## config.mk

```make
export PLATFORM = sky130hd
export DESIGN_NAME = semantic_version_parser_core
export DESIGN_NICKNAME = d
export VERILOG_FILES = /design/src/hw/rtl/svp_pkg.sv /design/src/hw/rtl/semantic_version_parser_core.sv /design/src/hw/rtl/svp_scan.sv
export SDC_FILE = /design/constraint.sdc
export NUM_CORES = 1
export LEC_CHECK = 0
export BUFFER_PORTS_ARGS = -buffer_cell sky130_fd_sc_hd__buf_2
export CORE_AREA = 3 3 155 157
export CTS_CLUSTER_DIAMETER = 80
export DETAILED_ROUTE_END_ITERATION = 12
export DIE_AREA = 0 0 158 160
export PLACE_DENSITY_LB_ADDON = 0.05
export SLEW_MARGIN = 20
export SYNTH_ARGS = -nofsm -noshare
export SYNTH_HDL_FRONTEND = slang
export SYNTH_SLANG_ARGS = --single-unit
```

## constraint.sdc

```tcl
create_clock -name clock -period 5.2 [get_ports clock]
set_input_delay 1.04 -clock clock [delete_from_list [all_inputs] [get_ports clock]]
set_output_delay 1.04 -clock clock [all_outputs]
set_load 0.01 [all_outputs]
```

## src/hw/rtl/svp_pkg.sv

```systemverilog
// Package of the semantic version parser: phase codes, character codes,
// the result type and character class functions. Depends on nothing.
package svp_pkg;

   typedef enum logic [3:0] {
      PH_START = 4'b0001,
      PH_CORE  = 4'b0010,
      PH_PRE   = 4'b0100,
      PH_BUILD = 4'b1000
   } phase_type;

   localparam logic [7:0] CH_NUL   = 8'h00;
   localparam logic [7:0] CH_LOW_V = 8'h76;
   localparam logic [7:0] CH_UP_V  = 8'h56;
   localparam logic [7:0] CH_DOT   = 8'h2E;
   localparam logic [7:0] CH_DASH  = 8'h2D;
   localparam logic [7:0] CH_PLUS  = 8'h2B;
   localparam logic [7:0] CH_ZERO  = 8'h30;
   localparam logic [7:0] CH_NINE  = 8'h39;

   // Small saturating counts of digits and identifier characters
   localparam logic [1:0] CNT_NONE = 2'd0;
   localparam logic [1:0] CNT_ONE  = 2'd1;
   localparam logic [1:0] CNT_MANY = 2'd2;

   localparam logic [1:0] LAST_CORE = 2'd2;

   typedef struct packed {
      logic        is_valid;
      logic [31:0] major_number;
      logic [31:0] minor_number;
      logic [31:0] patch_number;
      logic        has_prerelease;
      logic        has_build;
   } result_type;

   function automatic logic is_digit(input logic [7:0] c);
      return (c >= CH_ZERO) && (c <= CH_NINE);
   endfunction

   function automatic logic is_ident_char(input logic [7:0] c);
      return is_digit(c) || ((c >= 8'h61) && (c <= 8'h7A)) ||
             ((c >= 8'h41) && (c <= 8'h5A)) || (c == CH_DASH);
   endfunction

endpackage

```

## src/hw/rtl/semantic_version_parser_core.sv

```systemverilog
// Semantic version parser: top level with the input and result registers.
// Depends on svp_pkg and svp_scan.
//
// Usage:
//  - req channel: one ASCII byte of version text per item on req_text_byte;
//    a zero byte ends the string. An item is taken at a clock edge with
//    req_valid high and req_stall low.
//  - rsp channel: one item per string, produced by its zero byte, with the
//    validity flag, the three core numbers and the prerelease/build flags.
//  - rsp_valid rises once the zero byte has passed the input register and
//    then the result register; the receiver can take the result at
//    the following edge.
//  - Throughput: one byte per cycle while the receiver does not stall; the
//    parse state updates in one pass of logic from input to result register.
//  - When the receiver stalls, the result holds in its register, the byte
//    behind it waits in the input register, and req_stall rises only once
//    both are occupied.
//  - Synchronous reset empties both registers and returns the parser to
//    the start of a string.
module semantic_version_parser_core import svp_pkg::*; (
   input  logic        clock,
   input  logic        reset,
   input  logic        req_valid,
   output logic        req_stall,
   input  logic [7:0]  req_text_byte,
   output logic        rsp_valid,
   input  logic        rsp_stall,
   output logic        rsp_is_valid,
   output logic [31:0] rsp_major_number,
   output logic [31:0] rsp_minor_number,
   output logic [31:0] rsp_patch_number,
   output logic        rsp_has_prerelease,
   output logic        rsp_has_build
);

   logic       in_vld_ff;
   logic [7:0] in_byte_ff;
   logic       out_vld_ff, out_vld_in;
   result_type out_ff;
   logic       out_free;
   logic       step;
   logic       req_take;
   logic       scan_vld;
   result_type scan_res;

   assign out_free  = !out_vld_ff || !rsp_stall;
   assign step      = in_vld_ff && out_free;
   assign req_stall = in_vld_ff && !out_free;
   assign req_take  = req_valid && !req_stall;

   svp_scan u_scan (
      .clock        (clock),
      .reset        (reset),
      .step         (step),
      .text_byte    (in_byte_ff),
      .result_valid (scan_vld),
      .result       (scan_res)
   );

   // Hold the incoming item until the parser takes it
   always_ff @(posedge clock) begin
      if (reset) begin
         in_vld_ff <= 1'b0;
      end else if (req_take) begin
         in_vld_ff <= 1'b1;
      end else if (step) begin
         in_vld_ff <= 1'b0;
      end
   end

   always_ff @(posedge clock) begin
      if (req_take) begin
         in_byte_ff <= req_text_byte;
      end
   end

   // Load a result, or drop it once the receiver takes it
   always_comb begin
      out_vld_in = out_vld_ff;
      if (step && scan_vld) begin
         out_vld_in = 1'b1;
      end else if (out_vld_ff && !rsp_stall) begin
         out_vld_in = 1'b0;
      end
   end

   always_ff @(posedge clock) begin
      if (reset) begin
         out_vld_ff <= 1'b0;
      end else begin
         out_vld_ff <= out_vld_in;
      end
   end

   always_ff @(posedge clock) begin
      if (step && scan_vld) begin
         out_ff <= scan_res;
      end
   end

   assign rsp_valid          = out_vld_ff;
   assign rsp_is_valid       = out_ff.is_valid;
   assign rsp_major_number   = out_ff.major_number;
   assign rsp_minor_number   = out_ff.minor_number;
   assign rsp_patch_number   = out_ff.patch_number;
   assign rsp_has_prerelease = out_ff.has_prerelease;
   assign rsp_has_build      = out_ff.has_build;

endmodule

```

## src/hw/rtl/svp_scan.sv

```systemverilog
// Parse state of the semantic version parser and its one-byte update.
// Depends on svp_pkg; driven by the top level's input register.
module svp_scan import svp_pkg::*; (
   input  logic       clock,
   input  logic       reset,
   input  logic       step,
   input  logic [7:0] text_byte,
   output logic       result_valid,
   output result_type result
);

   phase_type   phase_ff, phase_in;
   logic [1:0]  core_idx_ff, core_idx_in;
   logic [31:0] accum_ff, accum_in;
   logic [1:0]  dig_cnt_ff, dig_cnt_in;
   logic        first_zero_ff, first_zero_in;
   logic [1:0]  id_len_ff, id_len_in;
   logic        id_digits_ff, id_digits_in;
   logic        id_lead_zero_ff, id_lead_zero_in;
   logic [31:0] core_ff [3];
   logic [31:0] core_in [3];
   logic        saw_pre_ff, saw_pre_in;
   logic        saw_build_ff, saw_build_in;
   logic        failed_ff, failed_in;

   logic        is_end;
   logic        core_go;
   logic        ident_go;
   logic        strict;
   logic [35:0] accum_next;
   logic        number_ok;
   logic        ident_ok;

   assign is_end   = (text_byte == CH_NUL);
   assign core_go  = ((phase_ff == PH_CORE) && !failed_ff) ||
                     ((phase_ff == PH_START) && !is_end &&
                      (text_byte != CH_LOW_V) && (text_byte != CH_UP_V));
   assign ident_go = ((phase_ff == PH_PRE) || (phase_ff == PH_BUILD)) && !failed_ff;
   assign strict   = (phase_ff == PH_PRE);

   // Accumulate times ten plus the new digit
   assign accum_next = {1'b0, accum_ff, 3'b000} + {3'b000, accum_ff, 1'b0} +
                       {32'd0, text_byte[3:0]};

   assign number_ok = (dig_cnt_ff != CNT_NONE) &&
                      !((dig_cnt_ff == CNT_MANY) && first_zero_ff);
   assign ident_ok  = (id_len_ff != CNT_NONE) &&
                      !(strict && id_digits_ff && (id_len_ff == CNT_MANY) && id_lead_zero_ff);

   assign result_valid = step && is_end;

   // Next state for one byte, then the result and a restart on the terminator
   always_comb begin
      phase_in        = phase_ff;
      core_idx_in     = core_idx_ff;
      accum_in        = accum_ff;
      dig_cnt_in      = dig_cnt_ff;
      first_zero_in   = first_zero_ff;
      id_len_in       = id_len_ff;
      id_digits_in    = id_digits_ff;
      id_lead_zero_in = id_lead_zero_ff;
      core_in         = core_ff;
      saw_pre_in      = saw_pre_ff;
      saw_build_in    = saw_build_ff;
      failed_in       = failed_ff;

      if (phase_ff == PH_START) begin
         if (is_end) begin
            failed_in = 1'b1;
         end else begin
            phase_in = PH_CORE;
         end
      end

      if (core_go) begin
         if (is_digit(text_byte)) begin
            if (dig_cnt_ff == CNT_NONE) begin
               first_zero_in = (text_byte == CH_ZERO);
            end
            if (dig_cnt_ff != CNT_MANY) begin
               dig_cnt_in = dig_cnt_ff + CNT_ONE;
            end
            accum_in = accum_next[31:0];
            if (accum_next[35:32] != 4'd0) begin
               failed_in = 1'b1;
            end
         end else if (!number_ok) begin
            failed_in = 1'b1;
         end else begin
            core_in[core_idx_ff] = accum_ff;
            if (text_byte == CH_DOT) begin
               if (core_idx_ff == LAST_CORE) begin
                  failed_in = 1'b1;
               end else begin
                  core_idx_in   = core_idx_ff + 2'd1;
                  accum_in      = '0;
                  dig_cnt_in    = CNT_NONE;
                  first_zero_in = 1'b0;
               end
            end else if (text_byte == CH_DASH) begin
               saw_pre_in      = 1'b1;
               phase_in        = PH_PRE;
               id_len_in       = CNT_NONE;
               id_digits_in    = 1'b1;
               id_lead_zero_in = 1'b0;
            end else if (text_byte == CH_PLUS) begin
               saw_build_in    = 1'b1;
               phase_in        = PH_BUILD;
               id_len_in       = CNT_NONE;
               id_digits_in    = 1'b1;
               id_lead_zero_in = 1'b0;
            end else if (!is_end) begin
               failed_in = 1'b1;
            end
         end
      end

      if (ident_go) begin
         if (is_ident_char(text_byte)) begin
            if (id_len_ff == CNT_NONE) begin
               id_lead_zero_in = (text_byte == CH_ZERO);
            end
            if (!is_digit(text_byte)) begin
               id_digits_in = 1'b0;
            end
            if (id_len_ff != CNT_MANY) begin
               id_len_in = id_len_ff + CNT_ONE;
            end
         end else if (!ident_ok) begin
            failed_in = 1'b1;
         end else if (text_byte == CH_DOT) begin
            id_len_in       = CNT_NONE;
            id_digits_in    = 1'b1;
            id_lead_zero_in = 1'b0;
         end else if ((text_byte == CH_PLUS) && strict) begin
            saw_build_in    = 1'b1;
            phase_in        = PH_BUILD;
            id_len_in       = CNT_NONE;
            id_digits_in    = 1'b1;
            id_lead_zero_in = 1'b0;
         end else if (!is_end) begin
            failed_in = 1'b1;
         end
      end

      // Report what the string left behind
      result.is_valid       = !failed_in;
      result.major_number   = failed_in ? '0 : core_in[0];
      result.minor_number   = failed_in ? '0 : core_in[1];
      result.patch_number   = failed_in ? '0 : core_in[2];
      result.has_prerelease = !failed_in && saw_pre_in;
      result.has_build      = !failed_in && saw_build_in;

      // Restart for the next string
      if (is_end) begin
         phase_in        = PH_START;
         core_idx_in     = '0;
         accum_in        = '0;
         dig_cnt_in      = CNT_NONE;
         first_zero_in   = 1'b0;
         id_len_in       = CNT_NONE;
         id_digits_in    = 1'b1;
         id_lead_zero_in = 1'b0;
         core_in[0]      = '0;
         core_in[1]      = '0;
         core_in[2]      = '0;
         saw_pre_in      = 1'b0;
         saw_build_in    = 1'b0;
         failed_in       = 1'b0;
      end
   end

   // Advance the state on each byte that leaves the input register
   always_ff @(posedge clock) begin
      if (reset) begin
         phase_ff        <= PH_START;
         core_idx_ff     <= '0;
         accum_ff        <= '0;
         dig_cnt_ff      <= CNT_NONE;
         first_zero_ff   <= 1'b0;
         id_len_ff       <= CNT_NONE;
         id_digits_ff    <= 1'b1;
         id_lead_zero_ff <= 1'b0;
         core_ff[0]      <= '0;
         core_ff[1]      <= '0;
         core_ff[2]      <= '0;
         saw_pre_ff      <= 1'b0;
         saw_build_ff    <= 1'b0;
         failed_ff       <= 1'b0;
      end else if (step) begin
         phase_ff        <= phase_in;
         core_idx_ff     <= core_idx_in;
         accum_ff        <= accum_in;
         dig_cnt_ff      <= dig_cnt_in;
         first_zero_ff   <= first_zero_in;
         id_len_ff       <= id_len_in;
         id_digits_ff    <= id_digits_in;
         id_lead_zero_ff <= id_lead_zero_in;
         core_ff         <= core_in;
         saw_pre_ff      <= saw_pre_in;
         saw_build_ff    <= saw_build_in;
         failed_ff       <= failed_in;
      end
   end

endmodule

```

==> summary.txt, run 1 <==
Worst path required time - 5.46 ns
Post-CTS Setup Bufs - 0
Leading area contributor after synthesis - edfxtp_1
WP data arrival - 4.68 ns
Worst-margin pin slew - 0.965 ns
Sw Pwr - 887 uW
Fin util - 0.614
HPWL after DPL - 19500 um
Commonest cells after routing, fill and taps aside - nand2_1 (157), nor2_1 (152), dfxtp_1 (146)
Main flop type after synthesis - dfxtp_1
Clk pwr share - 0.454
Status - completed
Switching share of power - 0.220
IO Count - 113
Overflow after GRT - 0
Post-route ant nets - 0
DP Area - 13100 um2
Port Buffers - 112
TNS Setup - 0 ns
Initial antenna violation count - 0
Vias - 10.4k
Slew headroom - 0.355
Slew Limit Fails - 0
Initial Utilization - 0.547
Synthesis-to-layout area growth - 12.2%
Layout cell share with drive strength beyond 1 - 0.130
Seq pwr share - 0.514
Syn nets - 1415
CTS max path bufs - 3
N_diodes - 0
CTS hold repair buffers - 0
Commonest non-fill, non-tap cell in the layout - nand2_1
Die Wd - 158 um
Mapped Area - 12400 um2
Initial detailed-routing violation count - 1016
Post-CTS sizing - 0
H-tree depth - 1
TritonRoute pass-1 iters - 6
Die H - 160 um
Mean Syn Cell Area - 9.29 um2
Peak supply drop - 0.236 mV
Clk_skew - 0.0317 ns
Die area - 25300 um2
Hold Crit Class - reg2reg
Fill count - 1968
Final Wtd Congestion - 0.874
Global-route wire length before repair - 52000 um
Core box area - 22600 um2
Worst setup EP type - flip-flop
Final wirelength - 32500 um
Crit path launch type - flip-flop
Internal cell power - 3150 uW
YS warnings - 0
Vias in the first global route - 9821
CTS tree - built
Min Clock Period, post-route - 4.42 ns
Ys async rst share - 0
Gate power share - 0.031
Unique cell type count in the Yosys netlist - 68
Endpoints failing setup - 0
Post-Synthesis Cells - 1333
Post-detailed-route wirelength per cell - 19.1 um
Via/cell ratio - 6.10
Area contributors post-synth - edfxtp_1 (26%), dfxtp_1 (24%), a22oi_1 (7.2%)
Max-cap violation count - 0
Clk sinks - 253
Root buf cell - clkbuf_16
CTS Buf Count - 27
DRC - 0
Max Fclk - 226 MHz
Area share of the largest cell type after synthesis - 0.259
Sequential cell area fraction in the yosys report - 0.496
GRT Resource Usage Total - 0.251
CTS clk-pin slew, worst paths - 0.06 ns
Final hold vios - 0
PD cells - 291 nW/um2
RSZ-0062 raised after global routing - no
Largest net degree at the start of global routing - 81
Final period utilization - 0.850
P_leak - 0.00535 uW
Final instance area - 13900 um2
Post-synth EDFFs - 107
Critical path class - reg2reg
Synthesized flop and latch total - 253
Pwr Total - 4040 uW
Worst Path Max Fanout - 80
Nets - 1474
FP Rows - 55
Clk Latency, worst-skew pair - 0.55 ns
[layout make-up]
cell class	count	area, um2	area share
clock inverters	6	62.6	0.00450
repair buffers	128	708	0.0510
well taps	285	357	0.0257
clock buffers	44	769	0.0554
flip-flops and latches	253	6140	0.442
multi-input cells	960	5770	0.416
inverters	22	85.1	0.00612
[synthesized netlist by cell type (all sizes together), types with 6 or more instances]
master,count
a211oi,6
a21o,16
a21oi,138
a22oi,118
a31oi,11
and2,6
buf,34
clkbuf,64
dfxtp,146
edfxtp,107
ha,68
inv,22
nand2,161
nand2b,7
nand3,106
nand4,7
nor2,155
nor2b,8
nor3,12
nor3b,7
o21ai,39
xnor2,12
xor2,15
[registers in the layout, summed over array words and instances (netlist names), 2 cells and up]
register and cells:
rsp_minor_number 32, rsp_major_number 32, in_byte_ff 8, u_scan.phase_ff 4, u_scan.accum_ff 32, rsp_patch_number 32, u_scan.dig_cnt_ff 2, u_scan.id_len_ff 2
u_scan.core_ff 96, u_scan.core_idx_ff 2
[kinds of logic (layout without fill, tap and decap cells)]
kind of cell / Yosys count / in the layout / synth area share
and+or+nand+nor: 494 / 494 / 0.179
adders and majority gates: 70 / 70 / 0.0719
DFF: 253 / 253 / 0.496
xor gates and xnor gates: 27 / 27 / 0.0191
muxes: 2 / 2 / 0.00162
AOI/OAI and AO/OA: 367 / 367 / 0.191
buffers and inverters: 120 / 200 / 0.0415
[per-layer routing]
layer  vias to the layer above  track usage  share of wire
li1                       4960            -              -
met1                      5011        0.348           0.45
met2                       336        0.414           0.48
met3                        47       0.0360          0.058
met4                         0       0.0602          0.019
met5                         -            0              0
[final timing paths]
kind / start / to / slack, ns / cells past startpoint
worst max register to register: in_byte_ff[3] / rsp_minor_number[6] / 0.78 / 13
worst max-delay path: in_byte_ff[3] / rsp_minor_number[6] / 0.78 / 13
worst min register to register: u_scan.first_zero_ff / u_scan.first_zero_ff / 0.49 / 2
worst min-delay path: u_scan.first_zero_ff / u_scan.first_zero_ff / 0.49 / 2
[power groups by stage]
| stage | sequential [uW] | combinational [uW] | clock [uW] |
|---|---|---|---|
| after floorplan | 2110 | 96.1 | 0 |
| after global placement | 2120 | 126 | 0 |
| after detailed placement | 2120 | 126 | 0 |
| after CTS | 2080 | 128 | 1860 |
| after global routing | 2080 | 138 | 1940 |
| final | 2080 | 127 | 1830 |
[worst max-delay path, cell delays in order (launching register included)]
cell	delay (ns)
edfxtp_1	0.48
inv_1	0.11
fa_1	0.53
fa_1	0.47
and2b_1	0.23
o211ai_1	0.12
a31o_1	0.30
o41ai_4	0.38
nand4_1	0.19
a2111oi_0	0.42
a311oi_1	0.14
a32oi_4	0.30
buf_12	0.39
a21oi_1	0.08
[metrics by stage]
step | hold WS (ns) | setup WS (ns) | std cells
detailed placement | 0.468 | 0.817 | 1648
CTS | 0.489 | 0.787 | 1698
floorplan | 0.441 | 0.914 | 1333
finish | 0.488 | 0.780 | 1698
global route | 0.516 | 0.470 | 1698
global placement | 0.460 | 0.920 | 1648
No activity file was read; power rests on OpenSTA's default activity.
==> run 2, diff against run 1 <==
--- a/config.mk
+++ b/config.mk
@@ -6,10 +6,10 @@
 export NUM_CORES = 1
 export LEC_CHECK = 0
 export BUFFER_PORTS_ARGS = -buffer_cell sky130_fd_sc_hd__buf_2
-export CORE_AREA = 3 3 155 157
+export CORE_AREA = 3 3 156 158
 export CTS_CLUSTER_DIAMETER = 80
 export DETAILED_ROUTE_END_ITERATION = 12
-export DIE_AREA = 0 0 158 160
+export DIE_AREA = 0 0 159 161
 export PLACE_DENSITY_LB_ADDON = 0.05
 export SLEW_MARGIN = 20
 export SYNTH_ARGS = -nofsm -noshare
==> constraint.sdc (replaced) <==
create_clock -name clock -period 3.6 [get_ports clock]
set_input_delay 0.72 -clock clock [delete_from_list [all_inputs] [get_ports clock]]
set_output_delay 0.72 -clock clock [all_outputs]
set_load 0.01 [all_outputs]
==> summary.txt, run 2 (synthesized netlist as in run 1, its figures left out) <==
M1 WL - 15400 um (+5.7%)
Largest net degree at the start of global routing - 110 (+36%)
Commonest non-fill, non-tap cell in the layout - nand2_1
Met2 routed WL - 16400 um (+6.3%)
Max reg flops - 96 (unchanged)
Final wirelength - 34700 um (+6.9%)
H-tree depth - 1 (unchanged)
Final period utilization - 1.07 (+0.223)
Vias in the first global route - 10.5k (+6.8%)
Initial Utilization - 0.532 (-0.0146)
FP Rows - 56 (+1.8%)
Nets - 1559 (+5.8%)
Die area - 25600 um2 (+1.3%)
Vias - 10.7k (+3.6%)
Fin util - 0.647 (+0.0335)
Reg with most FFs - u_scan.core_ff
IO Count - 113 (unchanged)
CTS hold repair buffers - 0 (unchanged)
Commonest cells after routing, fill and taps aside - nand2_1 (157), nor2_1 (151), dfxtp_1 (146)
Fill count - 1959 (-0.46%)
CTS Buf Count - 26 (-3.7%)
PD cells - 410 nW/um2 (+41%)
Peak supply drop - 0.362 mV (+53%)
Layout cell share with drive strength beyond 1 - 0.210 (+0.0795)
CTS clk-pin slew, worst paths - 0.06 ns (about the same)
TritonRoute pass-1 iters - 5 (-1)
RSZ-0062 raised after global routing - yes
Hold path depth - 1 (-1)
Status - complete, but fails checks
Critical path class - reg2reg
Port Buffers - 112 (unchanged)
Global-route wire length before repair - 55400 um (+6.5%)
Clk sinks - 253 (unchanged)
CTS tree - built
Top Layer Used - met4
Met3 wire length - 2160 um (+15%)
Post-route ant nets - 0 (unchanged)
Worst Path Max Fanout - 5 (-94%)
TNS Setup - -19.45 ns (-19.45 ns)
Final Wtd Congestion - 0.882 (+0.85%)
Initial detailed-routing violation count - 921 (-9.4%)
Crit path launch type - flip-flop
Worst path required time - 3.89 ns (-1.57 ns)
Via/cell ratio - 5.91 (-3.1%)
Max Fclk - 259 MHz (+14%)
Slew headroom - 0.480 (+0.125)
P_leak - 0.00594 uW (+11%)
Worst-margin pin slew - 0.780 ns (-0.185 ns)
Final hold vios - 0 (unchanged)
Max-cap violation count - 0 (unchanged)
Min Clock Period, post-route - 3.86 ns (-0.558 ns)
Hold Crit Class - in2reg
Core box area - 23300 um2 (+2.7%)
Synthesis-to-layout area growth - 21.6%
WP data arrival - 4.15 ns (-0.53 ns)
DRC - 0 (unchanged)
N_diodes - 0 (unchanged)
Root buf cell - clkbuf_16
Die Wd - 159 um (+0.63%)
Failing checks - negative setup slack
Slew Limit Fails - 0 (unchanged)
Slack of the critical path - -0.262 ns (-1.04 ns)
Worst reg-to-reg path cell count - 15 (+2)
Clk Latency, worst-skew pair - 0.54 ns (about the same)
HPWL after DPL - 21300 um (+9.5%)
Clk_skew - 0.0103 ns (-0.0214 ns)
Initial antenna violation count - 0 (unchanged)
GRT Resource Usage Total - 0.263 (+0.0127)
Worst setup EP type - flip-flop
Die H - 161 um (+0.63%)
Overflow after GRT - 0 (unchanged)
CTS max path bufs - 3 (unchanged)
Post-detailed-route wirelength per cell - 19.1 um (about the same)
Endpoints failing setup - 100 (+100)
-- run 2: layout make-up --
type,count,area [um2],area share
Multi-Input combinational cell,960,5940,0.395
Clock inverter,15,188,0.0125
Sequential cell,253,6140,0.408
Timing Repair Buffer,214,1590,0.105
Inverter,22,86.3,0.00574
Clock buffer,33,717,0.0476
Tap cell,319,399,0.0265
-- run 2: report_power, final --
part / leakage, uW / switching [uW] / internal, uW
Sequential: 0.00230 / 10.6 / 2980
Combinational: 0.00319 / 195 / 132
Clock: 0.000451 / 1150 / 1700
-- run 2: path summary, 6_finish.rpt --
path,start,endpoint,slack (ns)
max reg2reg,in_byte_ff[3],rsp_minor_number[26],-0.26
min reg2reg,u_scan.first_zero_ff,u_scan.first_zero_ff,0.48
max,in_byte_ff[3],rsp_minor_number[26],-0.26
min,req_text_byte[5],in_byte_ff[5],0.36
-- run 2: metrics by stage --
step	area [um2]	power, uW	instances	setup WS [ns]	hold WS (ns)
6_report	15100	6160	1816	-0.262	0.357
4_1_cts	14900	6190	1815	-0.231	0.342
2_1_floorplan	12400	3190	1333	-0.00793	0.441
3_3_place_gp	13700	3270	1753	-0.140	0.462
5_1_grt	15100	6340	1816	-0.435	0.340
3_5_place_dp	13700	3270	1753	-0.215	0.465
-- run 2: timing repair --
item                       4_1_cts  5_1_grt
cloned                           4        2
setup endpoints to repair      100      100
pin swaps                        3        2
gates resized for setup         25       28
buffers inserted                10        3
-- run 2: metal layers --
layer / up-vias / track usage
met2: 363 / 0.441
met3: 54 / 0.0359
met4: 0 / 0.0736
li1: 5134 / -
met5: - / 0
met1: 5174 / 0.362
-- run 2: worst max-delay path: stages (launching register included) --
cell,delay (ns)
edfxtp_1,0.36
inv_2,0.05
fa_1,0.51
fa_2,0.36
and2b_1,0.22
o211ai_1,0.11
a31o_1,0.25
o41ai_4,0.24
nand4_1,0.22
a2111oi_4,0.41
a311oi_4,0.09
a32oi_4,0.29
buf_12,0.17
buf_12,0.14
buf_16,0.15
a21oi_2,0.04
==> run 3, diff against run 2 <==
--- a/config.mk
+++ b/config.mk
@@ -5,11 +5,12 @@
 export SDC_FILE = /design/constraint.sdc
 export NUM_CORES = 1
 export LEC_CHECK = 0
+export ABC_AREA = 1
 export BUFFER_PORTS_ARGS = -buffer_cell sky130_fd_sc_hd__buf_2
-export CORE_AREA = 3 3 156 158
+export CORE_AREA = 3 3 160 162
 export CTS_CLUSTER_DIAMETER = 80
 export DETAILED_ROUTE_END_ITERATION = 12
-export DIE_AREA = 0 0 159 161
+export DIE_AREA = 0 0 163 165
 export PLACE_DENSITY_LB_ADDON = 0.05
 export SLEW_MARGIN = 20
 export SYNTH_ARGS = -nofsm -noshare
==> summary.txt, run 3 <==
Root buf cell - clkbuf_16
Synthesized flop and latch total - 253 (unchanged)
Mean Syn Cell Area - 7.89 um2 (-15%)
Internal cell power - 4940 uW (+2.8%)
Area contributors post-synth - edfxtp_1 (25%), dfxtp_1 (22%), nand2_1 (13%)
Initial detailed-routing violation count - 817 (-11%)
Sequential cell area fraction in the yosys report - 0.468 (-0.0274)
Global-route wire length before repair - 50900 um (-8.2%)
YS warnings - 0 (unchanged)
Met2 routed WL - 13700 um (-16%)
DP Area - 14000 um2 (+2.1%)
Post-CTS sizing - 0 (-100%)
Syn nets - 1743 (+23%)
Met3 wire length - 1440 um (-33%)
Ys async rst share - 0 (unchanged)
Commonest non-fill, non-tap cell in the layout - nand2_1
R2R Path Start - in_byte_ff[3]
Max stage delay on crit path - 0.54 ns (+0.03 ns)
Worst reg-to-reg path cell count - 20 (+5)
Gate power share - 0.035 (-0.018)
Vias in the first global route - 10.2k (-2.4%)
M1 WL - 15100 um (-2.0%)
Max reg flops - 96 (unchanged)
Count leader, synth - nand2_1
TritonRoute pass-1 iters - 5 (unchanged)
Port Buffers - 112 (unchanged)
Commonest cells after routing, fill and taps aside - nand2_1 (448), a21oi_1 (185), nor2_1 (161)
Final hold vios - 0 (unchanged)
Peak supply drop - 0.337 mV (-6.9%)
Die Wd - 163 um (+2.5%)
CTS clk-pin slew, worst paths - 0.06 ns (about the same)
Critical path class - reg2reg
Die area - 26900 um2 (+5.1%)
Endpoints failing setup - 0 (-100%)
HPWL after DPL - 21500 um (+0.64%)
Worst Path Max Fanout - 56 (+51)
Commonest cells post-synth - nand2_1 (448), a21oi_1 (185), nor2_1 (162)
Slack of the critical path - 0.274 ns (+0.536 ns)
Nets - 1835 (+18%)
Reg2reg setup slack - 0.27 ns (+0.54 ns)
TNS Setup - 0 ns (+19.45 ns)
Synthesis-to-layout area growth - 14.6%
Worst path cell trace - inv_2 > fa_1 > fa_1 > inv_1 > nand2_1 > nand2_1 > nand3_1 > nand2_1 > nand2_1 > nand2_1 > nand2_1 > nand2_1 > nand2_1 > nand2_1 > nor2_1 > nand2_1 > nand2_1 > nand2_4 > buf_12 > nor2_1
Post-route ant nets - 0 (unchanged)
Delay-heaviest family, CP - simple AND/OR/NAND/NOR gates
Initial Utilization - 0.541 (+0.00823)
Max Fclk - 301 MHz (+16%)
RSZ-0062 raised after global routing - no
Post-synth EDFFs - 107 (unchanged)
Slew headroom - 0.474 (-0.00587)
Worst path required time - 3.87 ns (-0.02 ns)
FP Rows - 57 (+1.8%)
Clk pwr share - 0.486 (+0.024)
Slew Limit Fails - 0 (unchanged)
N_diodes - 0 (unchanged)
Pre-CTS setup slack - 0.311 ns (+0.526 ns)
Final instance area - 15000 um2 (-0.17%)
Max-cap violation count - 0 (unchanged)
Unique cell type count in the Yosys netlist - 46 (-32%)
Worst setup EP type - flip-flop
Switching share of power - 0.209 (-0.0106)
Post-Synthesis Cells - 1661 (+25%)
Post-CTS Setup Bufs - 0 (-10)
Top Layer Used - met4
Sw Pwr - 1310 uW (-3.5%)
Crit path launch - in_byte_ff[3]
CTS Buf Count - 27 (+3.8%)
Main flop type after synthesis - dfxtp_1
Core box area - 24200 um2 (+4.2%)
Final wirelength - 30900 um (-11%)
Reg with most FFs - u_scan.core_ff
Clk Latency, worst-skew pair - 0.54 ns (about the same)
Overflow after GRT - 0 (unchanged)
Crit path launch type - flip-flop
Area share of the largest cell type after synthesis - 0.245 (-0.0143)
Leading area contributor after synthesis - edfxtp_1
Min Clock Period, post-route - 3.33 ns (-0.536 ns)
Stages on the worst setup path - 20 (+5)
Crit path top cell by count - nand2_1
Status - completed
DRC - 0 (unchanged)
H-tree depth - 1 (unchanged)
PD cells - 416 nW/um2 (+1.6%)
Fin util - 0.620 (-0.0274)
Pwr Total - 6250 uW (+1.4%)
CP max-delay cell - fa_1
Worst-margin pin slew - 0.789 ns (+0.00965 ns)
Clk_skew - 0.00984 ns (-0.000446 ns)
Layout cell share with drive strength beyond 1 - 0.130 (-0.0795)
Via/cell ratio - 5.22 (-12%)
IO Count - 113 (unchanged)
Hold Startpoint - req_text_byte[1]
Clk sinks - 253 (unchanged)
CTS tree - built
Final period utilization - 0.924 (-0.149)
Worst Path Buf+Inv - 3 (-1)
Final Wtd Congestion - 0.888 (+0.71%)
Crit path capture - rsp_minor_number[4]
WP data arrival - 3.60 ns (-0.55 ns)
Die H - 165 um (+2.5%)
Largest net degree at the start of global routing - 89 (-19%)
Seq pwr share - 0.478 (-0.007)
Worst reg2reg endpoint - rsp_minor_number[4]
Hold Crit Class - in2reg
GRT Resource Usage Total - 0.230 (-0.0336)
CTS hold repair buffers - 0 (unchanged)
P_leak - 0.00622 uW (+4.7%)
CTS max path bufs - 3 (unchanged)
Initial antenna violation count - 0 (unchanged)
Mapped Area - 13100 um2 (+5.9%)
Vias - 10.9k (+2.0%)
Post-detailed-route wirelength per cell - 14.7 um (-23%)
run 3: cell types whose count changed in the layout (fill, tap and decap cells not counted), sizes merged, moves of 15 or more:
cell and delta:
a21o -15, inv +119, nor2 +17, or2 +100, a21oi +47, a22oi -116, o21ai +74, nand2 +290
nand3 -67, buf -79
run 3: worst min-delay path by stage:
stage                         end  slack [ns]  cells past startpoint
2_1_floorplan  u_scan.core_ff[32]        0.44                      2
3_3_place_gp   u_scan.core_ff[94]        0.45                      2
3_5_place_dp   u_scan.core_ff[32]        0.45                      2
4_1_cts             in_byte_ff[1]        0.34                      1
5_1_grt             in_byte_ff[5]        0.33                      1
6_report            in_byte_ff[1]        0.36                      1
run 3: worst reg2reg max path: cells and delay by family (launching register included):
| kind | cells | cell delay, ns |
|---|---|---|
| flip-flops | 1 | 0.40 |
| buffers and inverters | 3 | 0.41 |
| AND/OR/NAND/NOR | 15 | 1.25 |
| adder cells (fa/ha/maj) | 2 | 1.00 |
run 3: cells by family (layout without fill, tap and decap cells):
group                    count (synthesis)  in the layout  synth area share
AO/OA/AOI/OAI                          323            323             0.128
XOR/XNOR                                14             14           0.00935
adder cells (fa/ha/maj)                 70             70            0.0680
buffers and inverters                  210            323            0.0638
flip-flops                             253            253             0.468
AND/OR/NAND/NOR                        791            791             0.263
run 3: routing by layer:
metal / vias to the layer above / track usage
li1: 5616 / -
met4: 0 / 0.0550
met2: 242 / 0.367
met3: 44 / 0.0268
met5: - / 0
met1: 5041 / 0.335
run 3: final cells by class:
class                           instances  area [um2]
Clock buffer                           39         801
Clock inverter                         11         203
Fill cell                            2154        9220
Inverter                              140         526
Multi-Input combinational cell       1198        6150
Sequential cell                       253        6140
Tap cell                              324         405
Timing Repair Buffer                  133         808
run 3: metrics by stage:
step | hold WS, ns | cells
5_1_grt | 0.334 | 2098
3_5_place_dp | 0.452 | 2048
3_3_place_gp | 0.448 | 2048
4_1_cts | 0.336 | 2098
2_1_floorplan | 0.442 | 1661
6_report | 0.358 | 2098
run 3: power by group through the flow:
stage                     combinational [uW]  clock [uW]  sequential [uW]
final                                    221        3040             2990
after global routing                     245        3210             2990
after CTS                                224        3090             2990
after detailed placement                 222           0             3050
after global placement                   224           0             3050
after floorplan                          158           0             3050
